**config.mk**
```make
export PLATFORM = sky130hd
export DESIGN_NAME = fade_envelope_sequencer
export DESIGN_NICKNAME = d
export VERILOG_FILES = /design/src/rtl/fes_pkg.sv /design/src/rtl/fes_apb_regs.sv /design/src/rtl/fes_ramp_unit.sv /design/src/rtl/fade_envelope_sequencer.sv
export SDC_FILE = /design/constraint.sdc
export NUM_CORES = 1
export LEC_CHECK = 0
export BUFFER_PORTS_ARGS = -buffer_cell sky130_fd_sc_hd__buf_2
export CORE_ASPECT_RATIO = 0.8
export CORE_MARGIN = 4
export CORE_UTILIZATION = 40
export CTS_BUF_LIST = sky130_fd_sc_hd__clkbuf_16
export DETAILED_ROUTE_END_ITERATION = 10
export PLACE_DENSITY = 0.68
export SLEW_MARGIN = 20
export SYNTH_ARGS = -nofsm -noshare
export SYNTH_HDL_FRONTEND = slang
export SYNTH_SLANG_ARGS = --single-unit
export TNS_END_PERCENT = 50
```
**constraint.sdc**
```tcl
create_clock -name i_clk -period 16.72 [get_ports i_clk]
set_input_delay 2.508 -clock i_clk [delete_from_list [all_inputs] [get_ports i_clk]]
set_output_delay 2.508 -clock i_clk [all_outputs]
set_load 0.005 [all_outputs]
```
**src/rtl/fes_pkg.sv**
```systemverilog
// fes_pkg: shared types and constants of the fade envelope sequencer
// no dependencies; imported by every module of the block
`default_nettype none

package fes_pkg;

    localparam int TIMER_W = 17;
    localparam int DUR_W   = 16;
    localparam int ALPHA_W = 8;
    localparam int ELAP_W  = 10;
    localparam int REM_W   = TIMER_W + ALPHA_W;

    localparam logic [TIMER_W-1:0] TIMER_MAX   = '1;
    localparam logic [ALPHA_W-1:0] ALPHA_FULL  = '1;
    localparam logic [DUR_W-1:0]   DUR_RESET   = 16'd750;

    localparam logic [1:0] FUNC_TICK    = 2'd0;
    localparam logic [1:0] FUNC_RESTART = 2'd1;
    localparam logic [1:0] FUNC_ALLOW   = 2'd2;

    localparam logic [1:0] REG_FADE_IN  = 2'd0;
    localparam logic [1:0] REG_HOLD     = 2'd1;
    localparam logic [1:0] REG_FADE_OUT = 2'd2;
    localparam logic [1:0] REG_PAUSE    = 2'd3;

    localparam logic [2:0] PHASE_IDLE     = 3'd0;
    localparam logic [2:0] PHASE_FADE_IN  = 3'd1;
    localparam logic [2:0] PHASE_HOLD     = 3'd2;
    localparam logic [2:0] PHASE_AT_MID   = 3'd3;
    localparam logic [2:0] PHASE_FADE_OUT = 3'd4;

    typedef struct packed {
        logic [1:0]        func;
        logic [ELAP_W-1:0] elapsed;
    } t_in_item;

    typedef struct packed {
        logic [ALPHA_W-1:0] alpha;
        logic               mid_event;
        logic               end_event;
        logic [2:0]         phase;
    } t_out_item;

    typedef struct packed {
        logic [DUR_W-1:0] fade_in_time;
        logic [DUR_W-1:0] hold_time;
        logic [DUR_W-1:0] fade_out_time;
        logic             pause_at_mid;
    } t_cfg;

    typedef struct packed {
        logic               start;
        logic [TIMER_W-1:0] t;
        logic [DUR_W-1:0]   d;
    } t_ramp_req;

    typedef struct packed {
        logic               done;
        logic [ALPHA_W-1:0] quotient;
    } t_ramp_rsp;

    typedef enum logic [2:0] {
        RS_IDLE,
        RS_SUB_T,
        RS_BIAS,
        RS_DIV,
        RS_DONE
    } t_ramp_state;

    typedef enum logic [1:0] {
        SQ_IDLE,
        SQ_EVAL,
        SQ_RAMP,
        SQ_DONE
    } t_seq_state;

endpackage

`default_nettype wire

```
**src/rtl/fes_apb_regs.sv**
```systemverilog
// fes_apb_regs: APB-style configuration registers of the fade envelope sequencer
// depends on fes_pkg
`default_nettype none

module fes_apb_regs
    import fes_pkg::*;
(
    input  wire logic        i_clk,
    input  wire logic        i_rst_n,
    input  wire logic        psel,
    input  wire logic        penable,
    input  wire logic        pwrite,
    input  wire logic [3:0]  paddr,
    input  wire logic [31:0] pwdata,
    output logic      [31:0] prdata,
    output logic             pready,
    output t_cfg             o_cfg
);

    t_cfg r_cfg;
    t_cfg n_cfg;
    logic [1:0] reg_idx;

    assign reg_idx = paddr[3:2];
    assign pready  = 1'b1;
    assign o_cfg   = r_cfg;

    always_comb begin
        n_cfg = r_cfg;
        if (psel && penable && pwrite) begin
            unique case (reg_idx)
                REG_FADE_IN:  n_cfg.fade_in_time  = pwdata[DUR_W-1:0];
                REG_HOLD:     n_cfg.hold_time     = pwdata[DUR_W-1:0];
                REG_FADE_OUT: n_cfg.fade_out_time = pwdata[DUR_W-1:0];
                REG_PAUSE:    n_cfg.pause_at_mid  = pwdata[0];
                default:      n_cfg = r_cfg;
            endcase
        end
    end

    always_comb begin
        unique case (reg_idx)
            REG_FADE_IN:  prdata = {16'd0, r_cfg.fade_in_time};
            REG_HOLD:     prdata = {16'd0, r_cfg.hold_time};
            REG_FADE_OUT: prdata = {16'd0, r_cfg.fade_out_time};
            REG_PAUSE:    prdata = {31'd0, r_cfg.pause_at_mid};
            default:      prdata = 32'd0;
        endcase
    end

    always_ff @(posedge i_clk) begin
        if (!i_rst_n) begin
            r_cfg.fade_in_time  <= DUR_RESET;
            r_cfg.hold_time     <= DUR_RESET;
            r_cfg.fade_out_time <= DUR_RESET;
            r_cfg.pause_at_mid  <= 1'b1;
        end else begin
            r_cfg <= n_cfg;
        end
    end

endmodule

`default_nettype wire

```
**src/rtl/fes_ramp_unit.sv**
```systemverilog
// fes_ramp_unit: iterative ceil(t*255/d) clamped to 255, one shared adder
// depends on fes_pkg
`default_nettype none

module fes_ramp_unit
    import fes_pkg::*;
(
    input  wire logic      i_clk,
    input  wire logic      i_rst_n,
    input  wire t_ramp_req i_req,
    output t_ramp_rsp      o_rsp
);

    t_ramp_state r_state, n_state;
    logic [REM_W-1:0]   r_rem, n_rem;
    logic [REM_W-1:0]   r_dsh, n_dsh;
    logic [TIMER_W-1:0] r_t, n_t;
    logic [DUR_W-1:0]   r_d, n_d;
    logic [ALPHA_W-1:0] r_q, n_q;
    logic [3:0]         r_cnt, n_cnt;

    logic [DUR_W-1:0] d_eff;
    logic [REM_W-1:0] op_b;
    logic             cin;
    logic [REM_W:0]   sum;
    logic             no_borrow;

    assign d_eff     = (i_req.d == '0) ? DUR_W'(1) : i_req.d;
    assign sum       = {1'b0, r_rem} + {1'b0, op_b} + {{REM_W{1'b0}}, cin};
    assign no_borrow = sum[REM_W];

    always_comb begin
        unique case (r_state)
            RS_SUB_T: begin
                op_b = ~{{ALPHA_W{1'b0}}, r_t};
                cin  = 1'b1;
            end
            RS_BIAS: begin
                op_b = {{(REM_W-DUR_W){1'b0}}, r_d - DUR_W'(1)};
                cin  = 1'b0;
            end
            default: begin
                op_b = ~r_dsh;
                cin  = 1'b1;
            end
        endcase
    end

    always_comb begin
        n_state = r_state;
        n_rem   = r_rem;
        n_dsh   = r_dsh;
        n_t     = r_t;
        n_d     = r_d;
        n_q     = r_q;
        n_cnt   = r_cnt;
        o_rsp.done     = 1'b0;
        o_rsp.quotient = r_q;
        unique case (r_state)
            RS_IDLE: begin
                if (i_req.start) begin
                    n_rem   = {i_req.t, {ALPHA_W{1'b0}}};
                    n_dsh   = {1'b0, d_eff, {ALPHA_W{1'b0}}};
                    n_t     = i_req.t;
                    n_d     = d_eff;
                    n_q     = '0;
                    n_cnt   = '0;
                    n_state = RS_SUB_T;
                end
            end
            RS_SUB_T: begin
                n_rem   = sum[REM_W-1:0];
                n_state = RS_BIAS;
            end
            RS_BIAS: begin
                n_rem   = sum[REM_W-1:0];
                n_state = RS_DIV;
            end
            RS_DIV: begin
                if (no_borrow) begin
                    n_rem = sum[REM_W-1:0];
                end
                n_dsh = r_dsh >> 1;
                n_cnt = r_cnt + 4'd1;
                if (r_cnt == 4'd0) begin
                    // quotient of 256 or more clamps to full scale
                    if (no_borrow) begin
                        n_q     = ALPHA_FULL;
                        n_state = RS_DONE;
                    end
                end else begin
                    n_q = {r_q[ALPHA_W-2:0], no_borrow};
                    if (r_cnt == 4'(ALPHA_W)) begin
                        n_state = RS_DONE;
                    end
                end
            end
            RS_DONE: begin
                o_rsp.done = 1'b1;
                n_state    = RS_IDLE;
            end
            default: n_state = RS_IDLE;
        endcase
    end

    always_ff @(posedge i_clk) begin
        if (!i_rst_n) begin
            r_state <= RS_IDLE;
        end else begin
            r_state <= n_state;
        end
    end

    always_ff @(posedge i_clk) begin
        r_rem <= n_rem;
        r_dsh <= n_dsh;
        r_t   <= n_t;
        r_d   <= n_d;
        r_q   <= n_q;
        r_cnt <= n_cnt;
    end

endmodule

`default_nettype wire

```
**src/rtl/fade_envelope_sequencer.sv**
```systemverilog
// fade_envelope_sequencer: top level, envelope sequencer with shared ramp divider
// depends on fes_pkg, fes_apb_regs, fes_ramp_unit
//
// channel   direction  handshake            payload
// input     in         i_valid / o_ready    i_data  (t_in_item)
// output    out        o_valid / i_ready    o_data  (t_out_item)
// config    in         psel/penable/pwrite  paddr, pwdata, prdata, pready
//
// restart, allow and unused commands go straight to the result state, ticks via evaluation;
// alpha ticks use the divider's 9 compare-subtract steps, ending after the first on clamp
// o_ready is high only while the sequencer is idle
// a finished result waits in the output register; the next transfer is taken meanwhile
// synchronous active-low reset clears all envelope state and restores default timings
`default_nettype none

module fade_envelope_sequencer
    import fes_pkg::*;
(
    input  wire logic        i_clk,
    input  wire logic        i_rst_n,
    input  wire logic        i_valid,
    output logic             o_ready,
    input  wire t_in_item    i_data,
    output logic             o_valid,
    input  wire logic        i_ready,
    output t_out_item        o_data,
    input  wire logic        psel,
    input  wire logic        penable,
    input  wire logic        pwrite,
    input  wire logic [3:0]  paddr,
    input  wire logic [31:0] pwdata,
    output logic      [31:0] prdata,
    output logic             pready
);

    t_cfg      cfg;
    t_ramp_req ramp_req;
    t_ramp_rsp ramp_rsp;

    t_seq_state r_state, n_state;
    logic [TIMER_W-1:0] r_timer, n_timer;
    logic               r_running, n_running;
    logic               r_fading_in, n_fading_in;
    logic               r_holding, n_holding;
    logic               r_at_mid, n_at_mid;
    logic               r_allowed, n_allowed;
    logic [ALPHA_W-1:0] r_alpha, n_alpha;
    logic               r_mid_ev, n_mid_ev;
    logic               r_end_ev, n_end_ev;
    logic               r_out_valid, n_out_valid;
    t_out_item          r_out, n_out;

    logic [TIMER_W:0] timer_sum;
    logic [2:0]       phase;

    fes_apb_regs u_regs (
        .i_clk   (i_clk),
        .i_rst_n (i_rst_n),
        .psel    (psel),
        .penable (penable),
        .pwrite  (pwrite),
        .paddr   (paddr),
        .pwdata  (pwdata),
        .prdata  (prdata),
        .pready  (pready),
        .o_cfg   (cfg)
    );

    fes_ramp_unit u_ramp (
        .i_clk   (i_clk),
        .i_rst_n (i_rst_n),
        .i_req   (ramp_req),
        .o_rsp   (ramp_rsp)
    );

    assign o_ready   = (r_state == SQ_IDLE);
    assign o_valid   = r_out_valid;
    assign o_data    = r_out;
    assign timer_sum = {1'b0, r_timer} + {{(TIMER_W+1-ELAP_W){1'b0}}, i_data.elapsed};

    always_comb begin
        priority if (r_fading_in) begin
            phase = PHASE_FADE_IN;
        end else if (r_holding) begin
            phase = PHASE_HOLD;
        end else if (r_at_mid) begin
            phase = r_running ? PHASE_FADE_OUT : PHASE_AT_MID;
        end else begin
            phase = PHASE_IDLE;
        end
    end

    always_comb begin
        n_state     = r_state;
        n_timer     = r_timer;
        n_running   = r_running;
        n_fading_in = r_fading_in;
        n_holding   = r_holding;
        n_at_mid    = r_at_mid;
        n_allowed   = r_allowed;
        n_alpha     = r_alpha;
        n_mid_ev    = r_mid_ev;
        n_end_ev    = r_end_ev;
        n_out       = r_out;
        n_out_valid = r_out_valid && !i_ready;
        ramp_req.start = 1'b0;
        ramp_req.t     = r_timer;
        ramp_req.d     = r_fading_in ? cfg.fade_in_time : cfg.fade_out_time;

        unique case (r_state)
            SQ_IDLE: begin
                if (i_valid) begin
                    n_mid_ev = 1'b0;
                    n_end_ev = 1'b0;
                    n_state  = SQ_DONE;
                    unique case (i_data.func)
                        FUNC_RESTART: begin
                            n_allowed   = 1'b0;
                            n_holding   = 1'b0;
                            n_at_mid    = 1'b0;
                            n_fading_in = 1'b1;
                            n_alpha     = '0;
                            n_timer     = '0;
                            n_running   = 1'b1;
                        end
                        FUNC_ALLOW: n_allowed = 1'b1;
                        FUNC_TICK: begin
                            if (r_running) begin
                                n_timer = timer_sum[TIMER_W] ? TIMER_MAX
                                                             : timer_sum[TIMER_W-1:0];
                            end
                            n_state = SQ_EVAL;
                        end
                        default: n_state = SQ_DONE;
                    endcase
                end
            end
            SQ_EVAL: begin
                n_state = SQ_DONE;
                priority if (r_fading_in) begin
                    ramp_req.start = 1'b1;
                    n_state        = SQ_RAMP;
                end else if (r_holding) begin
                    if (r_timer >= {1'b0, cfg.hold_time}) begin
                        n_timer   = '0;
                        n_running = 1'b0;
                        n_at_mid  = 1'b1;
                        n_holding = 1'b0;
                        n_mid_ev  = 1'b1;
                        if (!cfg.pause_at_mid) begin
                            n_allowed = 1'b1;
                        end
                    end
                end else if (r_at_mid && r_allowed) begin
                    if (r_alpha == ALPHA_FULL && !r_running) begin
                        n_timer   = '0;
                        n_running = 1'b1;
                    end else begin
                        ramp_req.start = 1'b1;
                        n_state        = SQ_RAMP;
                    end
                end
            end
            SQ_RAMP: begin
                if (ramp_rsp.done) begin
                    n_state = SQ_DONE;
                    if (r_fading_in) begin
                        n_alpha = ramp_rsp.quotient;
                        if (r_timer >= {1'b0, cfg.fade_in_time}) begin
                            n_timer     = '0;
                            n_running   = 1'b1;
                            n_holding   = 1'b1;
                            n_fading_in = 1'b0;
                        end
                    end else begin
                        n_alpha = ALPHA_FULL - ramp_rsp.quotient;
                        if (r_timer >= {1'b0, cfg.fade_out_time}) begin
                            n_timer   = '0;
                            n_running = 1'b0;
                            n_end_ev  = 1'b1;
                            n_at_mid  = 1'b0;
                            n_allowed = 1'b0;
                        end
                    end
                end
            end
            SQ_DONE: begin
                if (!r_out_valid || i_ready) begin
                    n_out_valid     = 1'b1;
                    n_out.alpha     = r_alpha;
                    n_out.mid_event = r_mid_ev;
                    n_out.end_event = r_end_ev;
                    n_out.phase     = phase;
                    n_state         = SQ_IDLE;
                end
            end
            default: n_state = SQ_IDLE;
        endcase
    end

    always_ff @(posedge i_clk) begin
        if (!i_rst_n) begin
            r_state     <= SQ_IDLE;
            r_timer     <= '0;
            r_running   <= 1'b0;
            r_fading_in <= 1'b0;
            r_holding   <= 1'b0;
            r_at_mid    <= 1'b0;
            r_allowed   <= 1'b0;
            r_alpha     <= '0;
            r_mid_ev    <= 1'b0;
            r_end_ev    <= 1'b0;
            r_out_valid <= 1'b0;
        end else begin
            r_state     <= n_state;
            r_timer     <= n_timer;
            r_running   <= n_running;
            r_fading_in <= n_fading_in;
            r_holding   <= n_holding;
            r_at_mid    <= n_at_mid;
            r_allowed   <= n_allowed;
            r_alpha     <= n_alpha;
            r_mid_ev    <= n_mid_ev;
            r_end_ev    <= n_end_ev;
            r_out_valid <= n_out_valid;
        end
    end

    always_ff @(posedge i_clk) begin
        r_out <= n_out;
    end

endmodule

`default_nettype wire

```
==> out/results.tsv <==
stage	metric	value	unit
timing	final hold slack	0.453	ns
clock_tree	Post-CTS Resized	0	
global_routing	first-pass GRT wire length	48100	microns
outcome	status	complete, no violations	
final_layout	post-layout instance area	12900	sq um
synth	Yosys warning count	0	
place	Post-DP Area	12400	sq um
global_routing	initial antenna violation count	0	
timing	Setup violations, final	0	
synth	synthesized cell area	11800	sq um
global_routing	largest net degree at the start of global routing	53	
setup_path	crit path launch type	input pin	
final_layout	Post-layout nets	1470	
final_layout	commonest non-fill, non-tap cell in the layout	nand2_1	
routing	Residual DRC	0	
synth	ys flop type	edfxtp_1	
routing	antenna-violating nets left	0	
global_routing	grt ovf	0	
routing	via count	9652	
power	leakage power	5.08	nW
clock_tree	Post-CTS Setup Bufs	0	
place	GPL Wtd Cong	0.877	
synth	Yosys cell types	80	
synth	Mapped Cells	1292	
clock_tree	clock buffer count from CTS	17	
clock_tree	Root Driver	clkbuf_16	
clock_tree	Longest Clk Path Bufs	2	
setup_path	kind of critical path	input pin to primary output	
die	Initial Util	41.2	%
die	core area	28600	sq um
final_layout	commonest non-fill, non-tap cells in the layout	nand2_1 (171), a21oi_1 (107), edfxtp_1 (107)	
power	Worst VDD drop	97.4	uV
synth	Seq cells post-synth	194	
setup_path	setup slack, reg-to-reg	11.70	ns
setup_path	critical path fanouts, max	22	
routing	total routed wirelength	30400	microns
routing	Initial DRC Count	883	
timing	f_max	149	MHz
setup_path	CP Capture Type	primary output	
final_layout	antenna cells	0	
synth	Post-synth ARST share	0	%
synth	Post-synth EDFFs	107	
setup_path	crit path DAT	4.20	ns
job	Max Cap Viol	0	
clock_tree	CTS Hold Bufs	0	
synth	top post-synthesis cells by area	edfxtp_1 (27%), dfxtp_1 (15%), ha_1 (9.4%)	
timing	slew margin rel.	27.3	%
die	# rows	55	
die	Die W	200	microns
power	PD cells	119	nW/um^2
timing	Pins Over Slew Limit	0	
timing	worst slew pin tran	1.09	ns
timing	post-layout min period	6.71	ns
routing	DR WL/cell	17.8	microns
clock_tree	clock latency on the worst-skew pair	0.45	ns
timing	Hold Vio Cnt, Final	0	
die	die area	32300	sq um
routing	DR pass1 iterations	5	
synth	Synth area leader	edfxtp_1	
final_layout	Cell Count, Final, Fillers Out	1706	
routing	vias per cell	5.66	
synth	Syn Area/Cell	9.12	sq um
timing	Clock Skew	0.0145	ns
synth	sequential area share after synthesis	42.0	%
timing	RSZ-0062 raised after global routing	false	
worst_hold_path	Hold Path Class	register to register	
synth	post-synth top area share	27.3	%
place	hpwl dp	22500	microns
setup_path	Worst EP required	14.21	ns
final_layout	Area growth syn-to-layout	9.63	%
die	I/O Pins	103	
global_routing	Total Routing Usage GR	18.8	%
clock_tree	total clock sinks	194	
clock_tree	Clock transition at path regs	0.07	ns
clock_tree	CTS tree	done	
timing	crit share post-route	40.1	%
final_layout	layout cell share with drive strength beyond 1	10.5	%
final_layout	Fillers	2751	
clock_tree	htree depth	4	
die	die height	162	microns
timing	post-route setup TNS	0	ns
place	DP Cell Count	1674	
place	# port buffers	67	
global_routing	vias in the first global route	8822	
layer usage:
metal  up-vias  track usage, %  wire (microns)
li1       4705               -               -
met4         0            4.04             418
met5         -               0               0
met2       318            27.3           12900
met1      4589            28.7           14900
met3        40            4.13            2220
logic make-up (layout without fill, tap and decap cells):
family	Yosys count	after routing	synth area share [%]
AOI/OAI and AO/OA	327	327	18.1
xor gates and xnor gates	40	40	2.97
other	2	17	0.0637
DFF	194	194	42.0
buffers and inverters	167	196	6.22
muxes	37	37	3.25
and+or+nand+nor	433	433	17.4
adders and majority gates	92	92	9.96
worst paths after layout:
path / from / end / cells past startpoint
setup / recovery: paddr[3] / prdata[7] / 6
hold / removal: r_mid_ev$_SDFFE_PN0P_ / o_data[4]$_DFFE_PP_ / 0
setup reg to reg: u_ramp.r_state[1]$_SDFFE_PN0P_ / u_ramp.r_q[4]$_SDFFCE_PN0P_ / 14
hold reg to reg: r_mid_ev$_SDFFE_PN0P_ / o_data[4]$_DFFE_PP_ / 0
cell usage after synthesis (15+ instances only):
| cell type | instances |
|---|---|
| mux2i_1 | 36 |
| clkbuf_1 | 49 |
| nand3_1 | 29 |
| inv_1 | 90 |
| ha_1 | 89 |
| edfxtp_1 | 107 |
| o221ai_1 | 15 |
| a211oi_1 | 18 |
| xor2_1 | 18 |
| a21o_1 | 18 |
| o21ai_0 | 61 |
| xnor2_1 | 22 |
| nor3_1 | 25 |
| nand2b_1 | 16 |
| nor2_1 | 93 |
| nand2_1 | 171 |
| o211ai_1 | 26 |
| a21oi_1 | 107 |
| dfxtp_1 | 87 |
| buf_4 | 17 |
power by group:
group          total, mW  internal [mW]  switching (mW)
logic              0.523          0.202           0.322
registers          0.616          0.567          0.0490
clock network      0.397          0.197           0.199
total               1.54          0.966           0.570
critical path, stage by stage:
cell,delay [ns]
buf_2,0.37
nor2b_1,0.70
buf_4,0.30
nand2_1,0.07
o21ai_0,0.10
buf_2,0.16
sequential cells by signal, summed over array words and instances (netlist names):
name,count
u_regs.o_cfg,49
u_ramp.r_rem,25
u_ramp.r_dsh,24
r_timer,17
u_ramp.r_t,17
u_ramp.r_d,16
o_data,13
r_alpha,8
u_ramp.r_q,8
u_ramp.r_cnt,4
u_ramp.r_state,3
r_state,2
o_valid,1
r_allowed,1
r_at_mid,1
r_end_ev,1
r_fading_in,1
r_holding,1
r_mid_ev,1
r_running,1
metrics by stage:
| stage | worst slack (ns) | utilization (%) | power, mW |
|---|---|---|---|
| CTS | 10.0 | 45.1 | 1.54 |
| detailed placement | 10.01 | 43.2 | 1.14 |
| global placement | 10.00 | 43.2 | 1.13 |
| floorplan | 9.59 | - | 1.02 |
| global route | 9.84 | 45.1 | 1.63 |
| finish | 10.01 | 45.1 | 1.54 |
area by class of cell:
class	instances	area, sq um	area share [%]
well taps	370	463	3.58
inverters	91	342	2.64
multi-input cells	946	6220	48.1
repair buffers	73	380	2.94
flip-flops and latches	194	4960	38.3
clock inverters	15	138	1.06
clock buffers	17	425	3.29
(Power assumes the default switching activity.)
